[config.mk]
export PLATFORM = sky130hd
export DESIGN_NAME = ppa_entry_alu
export DESIGN_NICKNAME = d
export VERILOG_FILES = /design/src/rtl/ppa_pkg.sv /design/src/rtl/ppa_entry_alu.sv
export SDC_FILE = /design/constraint.sdc
export NUM_CORES = 1
export LEC_CHECK = 0
export ABC_AREA = 1
export BUFFER_PORTS_ARGS = -buffer_cell sky130_fd_sc_hd__buf_2
export CELL_PAD_IN_SITES_DETAIL_PLACEMENT = 1
export CELL_PAD_IN_SITES_GLOBAL_PLACEMENT = 2
export CORE_UTILIZATION = 25
export DETAILED_ROUTE_END_ITERATION = 8
export GPL_TIMING_DRIVEN = 0
export PLACE_DENSITY_LB_ADDON = 0.1
export SYNTH_ARGS = -nofsm -noshare
export SYNTH_HDL_FRONTEND = slang
export SYNTH_SLANG_ARGS = --single-unit
[constraint.sdc]
create_clock -name vclk -period 4.25
set_clock_uncertainty 0.1 [all_clocks]
set_input_delay 1.0625 -clock vclk [all_inputs]
set_output_delay 1.0625 -clock vclk [all_outputs]
set_load 0.02 [all_outputs]
[src/rtl/ppa_pkg.sv]
`timescale 1ns / 1ps
package ppa_pkg;

  // Fixed field widths of the request and response
  localparam int FUNC_W  = 3;
  localparam int PID_W   = 8;
  localparam int PAGE_FW = 12;
  localparam int COUNT_W = 13;

  // Default sizing
  localparam int NUM_PAGES_DEF = 4096;
  localparam int ID_BITS_DEF   = 8;
  localparam int REF_BITS_DEF  = 8;
  localparam logic [PID_W-1:0] ORPHAN_RST = 8'd255;

  typedef enum logic [FUNC_W-1:0] {
    FN_ALLOC      = 3'd0,
    FN_FREE_ONE   = 3'd1,
    FN_FREE_RUN   = 3'd2,
    FN_FREE_OWNER = 3'd3,
    FN_TRANSFER   = 3'd4,
    FN_SHARE      = 3'd5,
    FN_RESERVE    = 3'd6
  } func_t;

  typedef enum logic [2:0] {
    S_CLEAR,
    S_IDLE,
    S_SEARCH,
    S_PASS,
    S_DONE
  } state_t;

  // Status of one entry update
  typedef struct packed {
    logic we;
    logic inc;
    logic dec;
    logic hit;
  } alu_flags_t;

endpackage

[src/rtl/ppa_entry_alu.sv]
`timescale 1ns / 1ps
module ppa_entry_alu #(
  parameter int ID_BITS  = ppa_pkg::ID_BITS_DEF,
  parameter int REF_BITS = ppa_pkg::REF_BITS_DEF
) (
  input  ppa_pkg::func_t                 op,
  input  logic [ID_BITS+REF_BITS:0]      ent_i,
  input  logic [ID_BITS-1:0]             pid,
  input  logic [ID_BITS-1:0]             orphan,
  output logic [ID_BITS+REF_BITS:0]      ent_o,
  output ppa_pkg::alu_flags_t            flags
);
  import ppa_pkg::*;

  localparam int EW = ID_BITS + REF_BITS + 1;

  logic                u, nu;
  logic [ID_BITS-1:0]  o, no;
  logic [REF_BITS-1:0] r, nr, r_up;
  logic                last_ref;

  // Update one page entry for the current operation
  always_comb begin
    u        = ent_i[EW-1];
    o        = ent_i[REF_BITS +: ID_BITS];
    r        = ent_i[REF_BITS-1:0];
    r_up     = (&r) ? r : r + REF_BITS'(1);
    last_ref = r <= REF_BITS'(1);
    nu       = u;
    no       = o;
    nr       = r;
    flags    = '0;
    unique case (op)
      FN_ALLOC: begin
        nu = 1'b1; no = pid; nr = r_up;
        flags.we = 1'b1; flags.inc = 1'b1;
      end
      FN_FREE_ONE, FN_FREE_RUN: begin
        if (u && o != '0) begin
          flags.we = 1'b1;
          if (last_ref) begin
            nu = 1'b0; no = '0; nr = '0; flags.dec = 1'b1;
          end else begin
            nr = r - REF_BITS'(1);
          end
        end
      end
      FN_FREE_OWNER: begin
        if (u && o == pid) begin
          flags.we = 1'b1;
          if (last_ref) begin
            nu = 1'b0; no = '0; nr = '0; flags.dec = 1'b1;
          end else begin
            no = orphan; nr = r - REF_BITS'(1);
          end
        end
      end
      FN_TRANSFER: begin
        if (u) begin
          no = pid; flags.we = 1'b1; flags.hit = 1'b1;
        end
      end
      FN_SHARE: begin
        if (u) begin
          nr = r_up; flags.we = 1'b1; flags.hit = 1'b1;
        end
      end
      FN_RESERVE: begin
        flags.we = 1'b1; flags.inc = !u;
        nu = 1'b1; no = '0; nr = r_up;
      end
      default: begin
      end
    endcase
    ent_o = {nu, no, nr};
  end
endmodule

==> results of run 1 <==
-- area by class of cell --
type | count | share of cell area
Buffer | 5 | 0.0149
Tap cell | 75 | 0.0486
Timing Repair Buffer | 55 | 0.143
Inverter | 61 | 0.121
Multi-Input combinational cell | 275 | 0.673
-- logic make-up after synthesis --
logic type | count (synthesis)
compound gates | 17
buf+inv | 66
xor+xnor | 6
fa+ha+maj | 3
simple gates | 249
-- synthesized netlist by cell type --
cell,number
a21oi_1,4
a21oi_4,1
buf_1,1
buf_2,2
buf_4,2
clkinv_1,1
ha_1,3
inv_1,53
inv_2,7
nand2_1,158
nand2_2,4
nand2_4,1
nand3_1,45
nand3_2,1
nand3_4,1
nand3b_1,1
nand4_1,9
nor2_1,19
nor2_2,3
nor2_4,2
nor3_1,4
nor3_2,1
o211ai_1,1
o21ai_0,7
o21ai_2,3
o21ai_4,1
xnor2_1,3
xor2_1,3
-- metrics by stage --
stage / setup slack, ns / total power, uW / hold WS, ns / util / instance area [sq um]
CTS: 0.123 / 218 / 2.38 / 0.324 / 1930
finish: 0.236 / 215 / 2.37 / 0.324 / 1930
global route: 0.0290 / 243 / 2.41 / 0.324 / 1930
global placement: 0.0963 / 215 / 2.37 / 0.324 / 1930
floorplan: 0.786 / 139 / 2.11 / - / 1560
detailed placement: 0.122 / 217 / 2.37 / 0.324 / 1930
-- worst paths after layout --
| kind | endpoint | slack [ns] | cells after the start |
|---|---|---|---|
| hold / removal | ent_o[14] | 2.37 | 4 |
| setup / recovery | ent_o[15] | 0.24 | 13 |
-- per-layer routing --
metal	routed length, um	share of wire	up-vias
li1	-	-	1165
met1	3260	0.55	1006
met2	2430	0.41	40
met3	185	0.031	4
met4	43	0.0073	0
met5	0	0	-
-- placed cells by master, fill, tap and decap left out, drive strengths merged --
cell / n
a21oi: 5
nand3b: 1
buf: 60
nand4: 9
nor3: 5
nor2: 24
o21ai: 11
xnor2: 3
ha: 3
nand3: 47
xor2: 3
o211ai: 1
nand2: 163
inv: 60
clkinvlp: 1
-- where the power goes --
| group | leakage (uW) | switching, uW | internal, uW |
|---|---|---|---|
| combinational | 0.00118 | 143 | 71.8 |
| clock | 0 | 0 | 0 |
| sequential | 0 | 0 | 0 |
| total | 0.00118 | 143 | 71.8 |
-- timing repair --
| action | 4_1_cts | 5_1_grt |
|---|---|---|
| hold endpoints to repair | 0 | 0 |
| resized for setup | 0 | 1 |
| setup endpoints to repair | 0 | 9 |
| hold buffers | 0 | 0 |
==> impl_metrics.yaml, run 1 <==
worst_setup_path:
  crit_top_cell: "nand2_1"
  cp.arrival_ns: 2.85
  worst-setup-path-type: "in2out"
  slowest_delay_ns: 0.29
  slowest_stage: "ha_1"
  crit_path_end_kind: "output port"
  path_buf_inv: 4
  startpoint_type: "primary input"
  critPathTopFamily: "simple AND/OR/NAND/NOR gates"
  cp.required_ns: 3.09
  crit_path_max_fanout: 10
  crit_chain: "buf_2, clkinvlp_4, ha_1, nor2_1, nor2_2, nand2_4, nand2_2, nor2_4, nand2_1, nand2_1, inv_1, nand2_1, buf_2"
  startpoint: "ent_i[0]"
grt:
  grt_util_met3: 0.00449
  grt_start_max_net_pins: 11
  grtUsageMet1: 0.287
  grt_pass1_vias: 2029
  grt_usage: 0.188
  grt_pass1_wl_mm: 9.75
  grtUsageMet2: 0.300
  overflow: 0
  busiest_layer: "met2"
  antenna_found_initial: 0
route:
  drtIter0Drc: 68
  first_pass_iters: 4
  ant_nets: 0
  post_drt_wl_per_cell_um: 12.6
  avgViaCountPerCell: 4.70
  drc: 0
  vias: 2215
  wl_mm: 5.92
timing:
  drv_slew: 0
  setup_violations: 0
  tightest_slew_ns: 0.689
  timing.fmax_mhz: 249
  finalCritPeriodShare: 0.944
  rsz0062_at_grt: "no"
  tns_ns: 0
  period_needed_ns: 4.01
  max_slew_margin: 0.541
  hold_violations: 0
worst_hold_path:
  hp-start: "ent_i[14]"
  hold_path.class: "in2out"
floorplanning:
  die_y_um: 80.9
  num_rows: 28
  start_util: 0.262
  die_w_um: 80.9
  ioPinCount: 57
  core_area_sq_um: 5960
  die-area_sq_um: 6550
placed_design:
  dp.cells: 471
  portBuffers: 55
  place_hpwl_mm: 4.88
  gp_congestion: 0.870
logic_synthesis:
  synth_top_area_cell: "nand2_1"
  synth-xor-area-share: 0.0337
  synth_fa_ha_area_frac: 0.0241
  muxShareOfSynthArea: 0
  syn_area_per_cell_sq_um: 4.57
  yosys.area_share.simple: 0.699
  synth_fp_nets: 380
  synth_area_leaders: "nand2_1 38%, nand3_1 14%, inv_1 13%"
  ys_seq_area_frac: 0
  yosys.cell_types.count: 28
  yosys_warnings: 0
  synth_top_area_frac: 0.381
  synth_top_family_by_area: "simple AND/OR/NAND/NOR gates"
  synth_area_sq_um: 1560
  synth_cells: 341
  synth_compound_area_frac: 0.0779
final_layout:
  layout.nets: 437
  regArea_sq_um: 0
  multi_input_comb_area_sq_um: 1300
  design.seq.count: 0
  clock_buffers: 0
  diodes: 0
  stdcell_count: 471
  final.fill_count: 902
  area_growth_pct: 23.9
  drive_above_1_share: 0.215
power_and_ir_drop:
  peakVddDrop_uv: 44.8
  p_per_area_nw_per_um2: 111
  cellLeakagePower_uw: 0.00118
job:
  cap_violations: 0
clock_tree:
  postCtsSetupRepairBufs: 0
run_status:
  status: "complete, no violations"
Power figures use the tool's default switching activity.
==> run 2, diff against run 1 <==
==> constraint.sdc (replaced) <==
create_clock -name vclk -period 5.1
set_clock_uncertainty 0.1 [all_clocks]
set_input_delay 1.275 -clock vclk [all_inputs]
set_output_delay 1.275 -clock vclk [all_outputs]
set_load 0.02 [all_outputs]
==> run 2 against run 1 <==
Compared with the run above:
- clock-buffer cell count stayed put
- sequential share of layout area unchanged
- flip-flop and latch count is the same
- non-clock buffer count unchanged
- combinational power decreased by 17%
- utilization fell by 0.063 points
- via count unchanged
==> impl_metrics.yaml, run 2 (same netlist as run 1, synthesis figures left out) <==
run_status:
  status: "complete, no violations"
final_layout:
  drive_above_1_share: 0.212
  final.fill_count: 901
  final_common_cell: "nand2_1"
  final_cell_mix: "158 x nand2_1, 57 x buf_2, 53 x inv_1"
  multi_input_comb_area_sq_um: 1300
  diodes: 0
  clock_buffers: 0
  design.seq.count: 0
  stdcell_count: 471
  regArea_sq_um: 0
  layout.nets: 437
  area_growth_pct: 23.7
grt:
  grt_pass1_vias: 2029
  antenna_found_initial: 0
  grt_start_max_net_pins: 11
  grt_pass1_wl_mm: 9.75
  overflow: 0
  grt_usage: 0.188
floorplanning:
  die_y_um: 80.9
  die_w_um: 80.9
  die-area_sq_um: 6550
  num_rows: 28
  ioPinCount: 57
  core_area_sq_um: 5960
  start_util: 0.262
timing:
  tightest_slew_ns: 0.689
  layout_setup_ws_ns: 0.566
  timing.fmax_mhz: 221
  drv_slew: 0
  finalCritPeriodShare: 0.889
  max_slew_margin: 0.541
  hold_slack_ns: 2.79
  setup_violations: 0
  rsz0062_at_grt: "no"
  hold_violations: 0
  tns_ns: 0
  period_needed_ns: 4.53
worst_setup_path:
  cp.required_ns: 3.72
  startpoint_type: "primary input"
  cp.arrival_ns: 3.16
  crit_path_end_kind: "output port"
  worst-setup-path-type: "in2out"
  crit_path_max_fanout: 10
clock_tree:
  postCtsSetupRepairBufs: 0
  cts_hold_buf: 0
  cts-resized-gates: 0
worst_hold_path:
  hold_path.class: "in2out"
power_and_ir_drop:
  cellLeakagePower_uw: 0.00118
  total_power_uw: 179
  pwr-share-clk: 0
  swShare: 0.666
  power.internal_uw: 59.7
  seqPwrFrac: 0
  peakVddDrop_uv: 37.4
  p_per_area_nw_per_um2: 92.9
  p_sw_uw: 119
  power_frac_comb: 1.000
placed_design:
  dp.cells: 471
  portBuffers: 55
  gp_congestion: 0.870
  place_hpwl_mm: 4.88
  dp_slack_ns: 0.547
route:
  post_drt_wl_per_cell_um: 12.6
  drc: 0
  vias: 2215
  drtIter0Drc: 68
  ant_nets: 0
  wl_mm: 5.92
  avgViaCountPerCell: 4.70
  first_pass_iters: 4
job:
  cap_violations: 0
## run 2: changes by cell type in the layout (fill, tap and decap cells not counted)
cell / change
clkinvlp_4: -1
clkinv_1: +1
## run 2: cell type report
type,count,area share
multi-input combinational,275,0.675
timing repair buffer,55,0.143
inverter,61,0.119
tap,75,0.0487
buffer,5,0.0149
## run 2: power groups by stage
stage          clock network (uW)  registers, uW  logic [uW]
2_1_floorplan                   0              0         116
3_3_place_gp                    0              0         179
3_5_place_dp                    0              0         181
5_1_grt                         0              0         202
6_report                        0              0         179
4_1_cts                         0              0         181
## run 2: worst paths after layout
kind | startpoint | end | slack [ns] | cells after the start
setup / recovery | ent_i[0] | ent_o[15] | 0.57 | 13
hold / removal | ent_i[14] | ent_o[14] | 2.79 | 4
## run 2: worst max-delay path, stage by stage
cell and delay (ns):
buf_2 0.16, clkinv_1 0.30, ha_1 0.34, nor2_1 0.14, nor2_2 0.07, nand2_4 0.15, nand2_2 0.09, nor2_4 0.24
nand2_1 0.09, nand2_1 0.06, inv_1 0.04, nand2_1 0.05, buf_2 0.15
## run 2: per-stage QoR
stage	utilization	area (sq um)
after floorplan	-	1560
after global placement	0.324	1930
after detailed placement	0.324	1930
after CTS	0.324	1930
after global routing	0.324	1930
final	0.324	1930
## run 2: per-layer routing
layer  up-vias  part of all wire  track usage
li1       1165                 -            -
met1      1006              0.55        0.287
met2        40              0.41        0.300
met3         4             0.031      0.00449
met4         0            0.0073       0.0125
met5         -                 0            0
